`src/hdl/skf_pkg.sv`:
```
// Shared constants and types for the scalar Kalman filter.
package skf_pkg;

    // field widths
    localparam int MEAS_W    = 16;
    localparam int EST_W     = 32;
    localparam int GAIN_W    = 17;
    localparam int COV_W     = 32;
    localparam int NOISE_W   = 32;
    localparam int GAIN_FRAC = 16;
    localparam int PROD_W    = COV_W + GAIN_W;
    localparam int IN_TDATA_W  = 16;
    localparam int OUT_TDATA_W = 88;

    // configuration register map
    localparam int CFG_IDX_W = 1;
    localparam logic [CFG_IDX_W-1:0] CFG_PROCESS_NOISE     = 1'b0;
    localparam logic [CFG_IDX_W-1:0] CFG_MEASUREMENT_NOISE = 1'b1;

    // defaults
    localparam int FRAC_BITS_DEF = 16;
    localparam logic [NOISE_W-1:0] PROCESS_NOISE_RST     = 32'd655;
    localparam logic [NOISE_W-1:0] MEASUREMENT_NOISE_RST = 32'd65536;

    // fixed-point constants
    localparam logic [GAIN_W-1:0] GAIN_ONE = 17'd65536;
    localparam logic [EST_W-1:0]  EST_MAX  = {1'b0, {(EST_W-1){1'b1}}};
    localparam logic [EST_W-1:0]  EST_MIN  = {1'b1, {(EST_W-1){1'b0}}};

    // control from the shell to the datapath
    typedef struct packed {
        logic start;
        logic restart;
        logic out_free;
    } t_ctl;

    // status and result from the datapath
    typedef struct packed {
        logic              idle;
        logic              done;
        logic [EST_W-1:0]  estimate;
        logic [GAIN_W-1:0] gain;
        logic [COV_W-1:0]  covariance;
    } t_res;

endpackage

```
`src/hdl/skf_core.sv`:
```
// Sequenced datapath: gain divider, shared multiplier and filter state.
module skf_core import skf_pkg::*; #(
    parameter int FRAC_BITS = FRAC_BITS_DEF
) (
    input  logic                     i_clk,
    input  logic                     i_rst_n,
    input  t_ctl                     i_ctl,
    input  logic [NOISE_W-1:0]       i_process_noise,
    input  logic [NOISE_W-1:0]       i_measurement_noise,
    input  logic signed [MEAS_W-1:0] i_measurement,
    output t_res                     o_res
);

    localparam int MFX_W  = MEAS_W + FRAC_BITS;
    localparam int DIFF_W = ((MFX_W > EST_W) ? MFX_W : EST_W) + 1;
    localparam int ACC_W  = DIFF_W + GAIN_W;
    localparam int RMAG_W = ACC_W + 1 - GAIN_FRAC;
    localparam int SUM_W  = RMAG_W + 1;
    localparam int NUM_W  = COV_W + GAIN_FRAC + 1;
    localparam int DEN_W  = COV_W + 1;
    localparam int REM_W  = DEN_W + 1;
    localparam int CNT_W  = $clog2(GAIN_W);
    localparam logic [CNT_W-1:0] DIV_LAST = CNT_W'(GAIN_W - 1);
    localparam logic [COV_W-1:0] COV_ONE  = COV_W'(1) << FRAC_BITS;
    localparam logic [PROD_W:0]  P_HALF   = (PROD_W+1)'(1) << (GAIN_FRAC - 1);
    localparam logic [ACC_W:0]   A_HALF   = (ACC_W+1)'(1) << (GAIN_FRAC - 1);

    typedef enum logic [7:0] {
        S_IDLE   = 8'b0000_0001,
        S_PREP   = 8'b0000_0010,
        S_DIV    = 8'b0000_0100,
        S_MUL_LO = 8'b0000_1000,
        S_MUL_HI = 8'b0001_0000,
        S_MUL_P  = 8'b0010_0000,
        S_RND    = 8'b0100_0000,
        S_FIN    = 8'b1000_0000
    } t_state;

    t_state                     r_state;
    logic [COV_W-1:0]           r_p;
    logic signed [EST_W-1:0]    r_est;
    logic signed [MEAS_W-1:0]   r_meas;
    logic [COV_W-1:0]           r_p1;
    logic [DEN_W-1:0]           r_den;
    logic [REM_W-1:0]           r_rem;
    logic [GAIN_W-1:0]          r_nlo;
    logic [GAIN_W-1:0]          r_quo;
    logic [CNT_W-1:0]           r_cnt;
    logic                       r_neg;
    logic [DIFF_W-1:0]          r_mag;
    logic [PROD_W-1:0]          r_prod;
    logic [ACC_W-1:0]           r_acc;
    logic [RMAG_W-1:0]          r_rmag;
    logic [COV_W-1:0]           r_pnew;

    logic [COV_W:0]             n_sum_q;
    logic [COV_W-1:0]           n_p1;
    logic [DEN_W-1:0]           n_den;
    logic [NUM_W-1:0]           n_num;
    logic signed [DIFF_W-1:0]   n_diff;
    logic [DIFF_W-1:0]          n_mag;
    logic [REM_W-1:0]           n_rem_sh;
    logic                       n_ge;
    logic [GAIN_W-1:0]          n_gain;
    logic [GAIN_W-1:0]          n_gain_c;
    logic [COV_W-1:0]           n_mul_a;
    logic [GAIN_W-1:0]          n_mul_b;
    logic [PROD_W-1:0]          n_prod;
    logic [ACC_W:0]             n_acc_rnd;
    logic [PROD_W:0]            n_p_rnd;
    logic signed [SUM_W-1:0]    n_rmag_s;
    logic signed [SUM_W-1:0]    n_sum;
    logic [SUM_W-EST_W:0]       n_top;
    logic [EST_W-1:0]           n_est;
    logic                       n_fire;

    // predict: covariance plus process noise, saturated
    assign n_sum_q = {1'b0, r_p} + {1'b0, i_process_noise};
    assign n_p1    = n_sum_q[COV_W] ? {COV_W{1'b1}} : n_sum_q[COV_W-1:0];

    // gain numerator/denominator and innovation magnitude
    assign n_den  = {1'b0, r_p1} + {1'b0, i_measurement_noise};
    assign n_num  = {1'b0, r_p1, {GAIN_FRAC{1'b0}}} + NUM_W'(n_den[DEN_W-1:1]);
    assign n_diff = (DIFF_W'(r_meas) <<< FRAC_BITS) - DIFF_W'(r_est);
    assign n_mag  = n_diff[DIFF_W-1] ? DIFF_W'(-n_diff) : DIFF_W'(n_diff);

    // restoring divider step
    assign n_rem_sh = {r_rem[REM_W-2:0], r_nlo[GAIN_W-1]};
    assign n_ge     = n_rem_sh >= {1'b0, r_den};

    assign n_gain   = (r_quo > GAIN_ONE) ? GAIN_ONE : r_quo;
    assign n_gain_c = GAIN_ONE - n_gain;

    // shared multiplier operand select
    always_comb begin
        case (r_state)
            S_MUL_LO: begin
                n_mul_a = r_mag[COV_W-1:0];
                n_mul_b = n_gain;
            end
            S_MUL_HI: begin
                n_mul_a = COV_W'(r_mag[DIFF_W-1:COV_W]);
                n_mul_b = n_gain;
            end
            S_MUL_P: begin
                n_mul_a = r_p1;
                n_mul_b = n_gain_c;
            end
            default: begin
                n_mul_a = '0;
                n_mul_b = '0;
            end
        endcase
    end
    assign n_prod = PROD_W'(n_mul_a) * PROD_W'(n_mul_b);

    // rounding of correction and covariance
    assign n_acc_rnd = {1'b0, r_acc} + A_HALF;
    assign n_p_rnd   = {1'b0, r_prod} + P_HALF;

    // estimate update with saturation
    assign n_rmag_s = $signed({1'b0, r_rmag});
    assign n_sum    = SUM_W'(r_est) + (r_neg ? -n_rmag_s : n_rmag_s);
    assign n_top    = n_sum[SUM_W-1:EST_W-1];
    always_comb begin
        if ((&n_top) || !(|n_top)) begin
            n_est = n_sum[EST_W-1:0];
        end else if (n_sum[SUM_W-1]) begin
            n_est = EST_MIN;
        end else begin
            n_est = EST_MAX;
        end
    end

    assign n_fire = (r_state == S_FIN) && i_ctl.out_free;

    // sequencer and filter state
    always_ff @(posedge i_clk) begin
        if (!i_rst_n) begin
            r_state <= S_IDLE;
            r_p     <= COV_ONE;
            r_est   <= '0;
        end else begin
            case (r_state)
                S_IDLE: begin
                    if (i_ctl.start) begin
                        r_meas  <= i_measurement;
                        r_p1    <= n_p1;
                        r_state <= S_PREP;
                    end
                end
                S_PREP: begin
                    r_den <= n_den;
                    r_rem <= REM_W'(n_num[NUM_W-1:GAIN_W]);
                    r_nlo <= n_num[GAIN_W-1:0];
                    r_cnt <= DIV_LAST;
                    r_neg <= n_diff[DIFF_W-1];
                    r_mag <= n_mag;
                    if (n_den == '0) begin
                        r_quo   <= GAIN_ONE;
                        r_state <= S_MUL_LO;
                    end else begin
                        r_state <= S_DIV;
                    end
                end
                S_DIV: begin
                    r_rem <= n_ge ? (n_rem_sh - {1'b0, r_den}) : n_rem_sh;
                    r_nlo <= {r_nlo[GAIN_W-2:0], 1'b0};
                    r_quo <= {r_quo[GAIN_W-2:0], n_ge};
                    r_cnt <= r_cnt - 1'b1;
                    if (r_cnt == '0) begin
                        r_state <= S_MUL_LO;
                    end
                end
                S_MUL_LO: begin
                    r_prod  <= n_prod;
                    r_state <= S_MUL_HI;
                end
                S_MUL_HI: begin
                    r_acc   <= ACC_W'(r_prod);
                    r_prod  <= n_prod;
                    r_state <= S_MUL_P;
                end
                S_MUL_P: begin
                    r_acc   <= r_acc + (ACC_W'(r_prod) << COV_W);
                    r_prod  <= n_prod;
                    r_state <= S_RND;
                end
                S_RND: begin
                    r_rmag  <= n_acc_rnd[ACC_W:GAIN_FRAC];
                    r_pnew  <= n_p_rnd[GAIN_FRAC +: COV_W];
                    r_state <= S_FIN;
                end
                S_FIN: begin
                    if (i_ctl.out_free) begin
                        r_est   <= n_est;
                        r_p     <= r_pnew;
                        r_state <= S_IDLE;
                    end
                end
                default: begin
                    r_state <= S_IDLE;
                end
            endcase
            // a noise write restarts the filter; the user must make it only while idle, the core does not enforce it
            if (i_ctl.restart) begin
                r_p   <= COV_ONE;
                r_est <= '0;
            end
        end
    end

    assign o_res.idle       = (r_state == S_IDLE);
    assign o_res.done       = n_fire;
    assign o_res.estimate   = n_est;
    assign o_res.gain       = n_gain;
    assign o_res.covariance = r_pnew;

endmodule

```
`src/hdl/scalar_kalman_filter.sv`:
```
// Top level of the scalar Kalman filter: stream ports, noise registers, result register.
//
// Usage:
//   Input stream  s_axis_*: one signed 16-bit measurement per request.
//   Output stream m_axis_*: estimate (signed Q.F), gain (Q1.16, 65536 = 1.0)
//     and covariance (unsigned Q.F) for every measurement, in order.
//   Config port: i_cfg_wr_en/i_cfg_index/i_cfg_data write process noise
//     (index 0) or measurement noise (index 1); either write also resets the
//     covariance to 1.0 and the estimate to 0. Write only while idle.
// Sequence:
//   A measurement passes through a set-up state, the one-bit-per-cycle
//   restoring divider that forms the gain, 3 passes through the shared
//   32x17 multiplier, a rounding state and a write-back state. When p + r
//   is zero the divider is skipped. A new item is taken only after the last
//   one is written back: s_axis_tready is high only while the datapath idles.
// Reset (i_rst_n low, synchronous): noise registers return to 655 and 65536,
//   covariance to 1.0, estimate to 0, output empty.
// Back-pressure: the result waits in the output register while m_axis_tready
//   is low; the next item can still be taken and computed, and it then waits
//   in its final cycle until the output register frees up.
module scalar_kalman_filter import skf_pkg::*; #(
    parameter int FRAC_BITS = FRAC_BITS_DEF
) (
    input  logic                   i_clk,
    input  logic                   i_rst_n,
    // configuration write port
    input  logic                   i_cfg_wr_en,
    input  logic [CFG_IDX_W-1:0]   i_cfg_index,
    input  logic [NOISE_W-1:0]     i_cfg_data,
    // measurement stream
    input  logic                   s_axis_tvalid,
    output logic                   s_axis_tready,
    input  logic [IN_TDATA_W-1:0]  s_axis_tdata,   // [15:0] measurement
    // result stream
    output logic                   m_axis_tvalid,
    input  logic                   m_axis_tready,
    output logic [OUT_TDATA_W-1:0] m_axis_tdata    // [31:0] estimate, [48:32] gain,
                                                   // [80:49] covariance, [87:81] zero
);

    logic [NOISE_W-1:0]     r_process_noise;
    logic [NOISE_W-1:0]     r_measurement_noise;
    logic                   r_out_valid;
    logic [OUT_TDATA_W-1:0] r_out_data;
    t_ctl                   n_ctl;
    t_res                   n_res;

    // noise registers
    always_ff @(posedge i_clk) begin
        if (!i_rst_n) begin
            r_process_noise     <= PROCESS_NOISE_RST;
            r_measurement_noise <= MEASUREMENT_NOISE_RST;
        end else if (i_cfg_wr_en) begin
            case (i_cfg_index)
                CFG_PROCESS_NOISE:     r_process_noise     <= i_cfg_data;
                CFG_MEASUREMENT_NOISE: r_measurement_noise <= i_cfg_data;
                default: ;
            endcase
        end
    end

    assign n_ctl.start    = s_axis_tvalid && s_axis_tready;
    assign n_ctl.restart  = i_cfg_wr_en;
    assign n_ctl.out_free = !r_out_valid || m_axis_tready;

    skf_core #(
        .FRAC_BITS (FRAC_BITS)
    ) u_core (
        .i_clk               (i_clk),
        .i_rst_n             (i_rst_n),
        .i_ctl               (n_ctl),
        .i_process_noise     (r_process_noise),
        .i_measurement_noise (r_measurement_noise),
        .i_measurement       ($signed(s_axis_tdata[MEAS_W-1:0])),
        .o_res               (n_res)
    );

    // output register
    always_ff @(posedge i_clk) begin
        if (!i_rst_n) begin
            r_out_valid <= 1'b0;
        end else if (n_res.done) begin
            r_out_valid <= 1'b1;
        end else if (m_axis_tready) begin
            r_out_valid <= 1'b0;
        end
    end

    always_ff @(posedge i_clk) begin
        if (n_res.done) begin
            r_out_data <= OUT_TDATA_W'({n_res.covariance, n_res.gain, n_res.estimate});
        end
    end

    assign s_axis_tready = n_res.idle;
    assign m_axis_tvalid = r_out_valid;
    assign m_axis_tdata  = r_out_data;

endmodule
```
`config.mk`:
```
export PLATFORM = sky130hd
export DESIGN_NAME = scalar_kalman_filter
export DESIGN_NICKNAME = d
export VERILOG_FILES = /design/src/hdl/skf_pkg.sv /design/src/hdl/skf_core.sv /design/src/hdl/scalar_kalman_filter.sv
export SDC_FILE = /design/constraint.sdc
export NUM_CORES = 2
export LEC_CHECK = 0
export BUFFER_PORTS_ARGS = -buffer_cell sky130_fd_sc_hd__buf_2
export CAP_MARGIN = 0
export CELL_PAD_IN_SITES_DETAIL_PLACEMENT = 0
export CELL_PAD_IN_SITES_GLOBAL_PLACEMENT = 2
export CORE_AREA = 2 2 460 370
export DETAILED_ROUTE_END_ITERATION = 10
export DIE_AREA = 0 0 462 372
export PLACE_DENSITY = 0.72
export REMOVE_ABC_BUFFERS = 1
export SYNTH_ARGS = -nofsm -noshare
export SYNTH_HDL_FRONTEND = slang
export SYNTH_HIERARCHICAL = 1
export SYNTH_SLANG_ARGS = --single-unit
export TNS_END_PERCENT = 5
```
`constraint.sdc`:
```
create_clock -name i_clk -period 11.65 [get_ports i_clk]
set_input_delay 2.33 -clock i_clk [delete_from_list [all_inputs] [get_ports i_clk]]
set_output_delay 2.33 -clock i_clk [all_outputs]
set_load 0.01 [all_outputs]
```
==> qor.csv <==
stage,metric,value,unit
floorplanning,fp.dieH,372,µm
clocking,clk_latency,0.69,ns
route,drt_wl_total,167.7,mm
worst_setup_path,path_max_fanout,19,
route,wl_per_cell,21.54,µm
synthesis,synth-seq-area-share,30.67,%
clocking,ctsResizeCount,0,
sta,period_needed,10.46,ns
route,dr.pass1.iters,6,
route,avgViaCountPerCell,4.966,
min_path,min_to,r_measurement_noise[0],
grt,grt_pass1_vias,38119,
worst_setup_path,worstReg2RegStart,u_core/r_quo[16],
worst_setup_path,critPathMaxStageDelay,0.83,ns
floorplanning,die_w,462,µm
layout,final_nets,6284,
placed_design,place_area,53260,µm²
worst_setup_path,worstPathRequired,12.02,ns
sta,rsz0062_at_grt,false,
worst_setup_path,reg2reg_to,u_core/r_prod[48],
synthesis,synth_edf_count,419,
clocking,clk_path_buf_depth,3,
synthesis,synth_cell_types,88,
grt,grt_pass1_wl,249.4,mm
sta,maxSlewHeadroom,7.735,%
floorplanning,start_util,29.73,%
clocking,ctsRootBufferMaster,clkbuf_16,
pwr,power.share.clock,40.9,%
clocking,cts.clk_slew.worst_paths,0.06,ns
clocking,hold_buffers,0,
placed_design,hpwl,131.0,mm
synthesis,yosys.area.top_type,edfxtp_1,
run_status,status,"complete, no violations",
synthesis,synth_warnings,6,
sta,layout_setup_ws,1.192,ns
placed_design,dp.cells,7652,
min_path,hold_path_class,reg -> reg,
worst_setup_path,reg2reg_slack,1.19,ns
synthesis,synthCells,5401,
pwr,p_seq_share,42.6,%
floorplanning,die-area,171900,µm²
synthesis,synth_top_area_share,25.18,%
worst_setup_path,critPathLaunchType,register,
placed_design,port_buffers,136,
clocking,tritoncts,done,
worst_setup_path,cp_common_cell,fa_1,
sta,clock-skew-final,0.05906,ns
pwr,p_sw,1.631,mW
synthesis,ys_top_cells_by_count,"nand2_1, inv_1, fa_1, edfxtp_1, nor2_1",
sta,fin_setup_tns,0,ns
clocking,clock-sinks,556,
clocking,post_cts_buffers,0,
pwr,p_int,3.831,mW
min_path,worstHoldStart,r_measurement_noise[0],
synthesis,synth_most_common_cell,nand2_1,
grt,grt_max_degree,75,
pwr,p_comb_share,16.5,%
synthesis,synth.avg_cell_area,9.250,µm²
floorplanning,core-area,168100,µm²
worst_setup_path,critPathKind,reg -> reg,
clocking,h-tree-depth,3,
worst_setup_path,cp_slowest_cell,o31a_1,
sta,tightest_slew,1.384,ns
route,num_vias,38654,
floorplanning,io_pins,144,
synthesis,synth_seq_cells,556,
route,final_antenna_net_count,0,
pwr,p_leak,23.49,nW
sta,report.final.slew_viol_count,0,
sta,hold_viol_final,0,
floorplanning,rows,135,
synthesis,synth-async-reset-ratio,0,%
pwr,switching_share,29.86,%
sta,setup_viol,0,
min_path,min_path_cells,2,
clocking,cts_buffers,71,
layout,fin_cells,7784,
worst_setup_path,worstPathArrival,10.83,ns
pwr,peakVddDrop,0.09801,mV
layout,syn2layout_area_growth,11.31,%
grt,globalRouteOverflowTotal,0,
grt,grt_usage,19.45,%
pwr,p_per_area,98.22,nW/µm²
worst_setup_path,crit_path_end_kind,register,
placed_design,finalWeightedCongestion,0.8888,
sta,fmax,95.62,MHz
route,drt_iter0_drc,2914,
synthesis,synthTopCellsByArea,"edfxtp_1, fa_1, ha_1",
placed_design,place_ws,1.315,ns
flow_run,cap_violations,0,
grt,antenna_found_initial,5,
worst_setup_path,reg2regPathDepth,31,
sta,period_share,89.76,%
synthesis,ys.flop_type,edfxtp_1,
route,drc_errors,0,
synthesis,synth_area,49960,µm²
layout,finalInstanceArea,55610,µm²
layout,drive_gt1_share,7.641,%
-- sequential cells by signal, summed over array words and instances (netlist names), 33 cells and up --
register and flops:
m_axis_tdata 81, u_core/r_acc 35, u_core/r_den 33, u_core/r_mag 33
u_core/r_prod 49, u_core/r_rem 33, u_core/r_rmag 35
-- metal layers --
| metal | GRT usage, % | part of all wire, % |
|---|---|---|
| met2 | 30.36 | 45 |
| met3 | 3.616 | 6.3 |
| met4 | 4.575 | 2.3 |
| met5 | 0 | 0 |
| met1 | 27.74 | 47 |
-- cell type report --
| class | count | area [µm²] |
|---|---|---|
| clock buffer | 90 | 1889 |
| sequential | 556 | 15320 |
| timing repair buffer | 211 | 1259 |
| clock inverter | 41 | 459.2 |
| fill | 17589 | 112500 |
| antenna | 1 | 2.502 |
| multi-input combinational | 3917 | 31190 |
| inverter | 708 | 2658 |
| tap | 2260 | 2828 |
-- worst max-delay path, delay by kind of cell (launching register included) --
family | cells | cell delay (ns)
adders and majority gates | 8 | 3.82
and+or+nand+nor | 13 | 3.05
AOI/OAI and AO/OA | 6 | 2.10
DFF | 1 | 0.74
buffers and inverters | 3 | 0.24
muxes | 1 | 0.20
-- kinds of logic (layout without fill, tap and decap cells) --
logic type / count (synthesis) / after routing / share of synthesized area, %
xor+xnor: 356 / 356 / 6.256
buf+inv: 934 / 1050 / 7.298
other cells: 1 / 8 / 0.007506
simple gates: 1787 / 1787 / 16.29
compound gates: 935 / 935 / 12.12
mux: 67 / 67 / 1.355
fa+ha+maj: 765 / 765 / 26.00
flops: 556 / 556 / 30.67
-- power groups by stage --
stage                     Combinational [mW]  Clock (mW)  Sequential, mW
after floorplan                        0.628           0            2.31
after global placement                 0.897           0            2.37
after detailed placement               0.898           0            2.37
after CTS                              0.903        2.30            2.33
after global routing                    1.01        2.37            2.33
final                                  0.901        2.23            2.33
-- metrics by stage --
stage	power [mW]	util (%)	hold WS (ns)
after global placement	3.264	31.69	0.4489
after floorplan	2.938	-	0.4262
after CTS	5.528	33.09	0.4619
after global routing	5.708	33.09	0.4788
after detailed placement	3.265	31.69	0.4521
final	5.462	33.09	0.4562
-- worst max path at each step --
| stage | start | end | slack, ns | cells after the start |
|---|---|---|---|---|
| final | u_core/r_quo[16] | u_core/r_prod[48] | 1.19 | 31 |
| after global routing | u_core/r_quo[16] | u_core/r_prod[48] | 0.64 | 31 |
| after CTS | u_core/r_quo[16] | u_core/r_prod[48] | 1.24 | 31 |
| after detailed placement | u_core/r_quo[16] | u_core/r_prod[48] | 1.32 | 31 |
| after global placement | u_core/r_quo[16] | u_core/r_prod[48] | 1.40 | 31 |
| after floorplan | m_axis_tready | u_core/r_est[18] | -3.67 | 5 |
-- placed cells by master, fill, tap and decap left out, types with 14 or more instances in the layout --
cell type,count
nand3_1,81
a211oi_1,16
nor2b_1,37
o21ai_0,228
o31ai_1,34
nand2_1,834
a22oi_1,36
nor4_1,20
fa_1,455
a21o_1,107
nor3_1,58
ha_1,310
nand3b_1,16
o21bai_1,20
and2_1,68
xor2_1,119
a21oi_1,232
dfxtp_1,137
clkbuf_1,16
inv_1,707
or2_2,26
o211ai_1,39
mux2i_1,61
and3_1,45
a211oi_2,18
clkbuf_16,72
nor3b_1,16
o21a_1,23
nor2_1,394
a31oi_1,22
nand4_1,51
buf_4,75
edfxtp_1,419
a22o_1,33
or3_1,25
buf_2,135
nand2b_1,51
or4_1,14
xnor2_1,236
No activity file was read; power rests on OpenSTA's default activity.
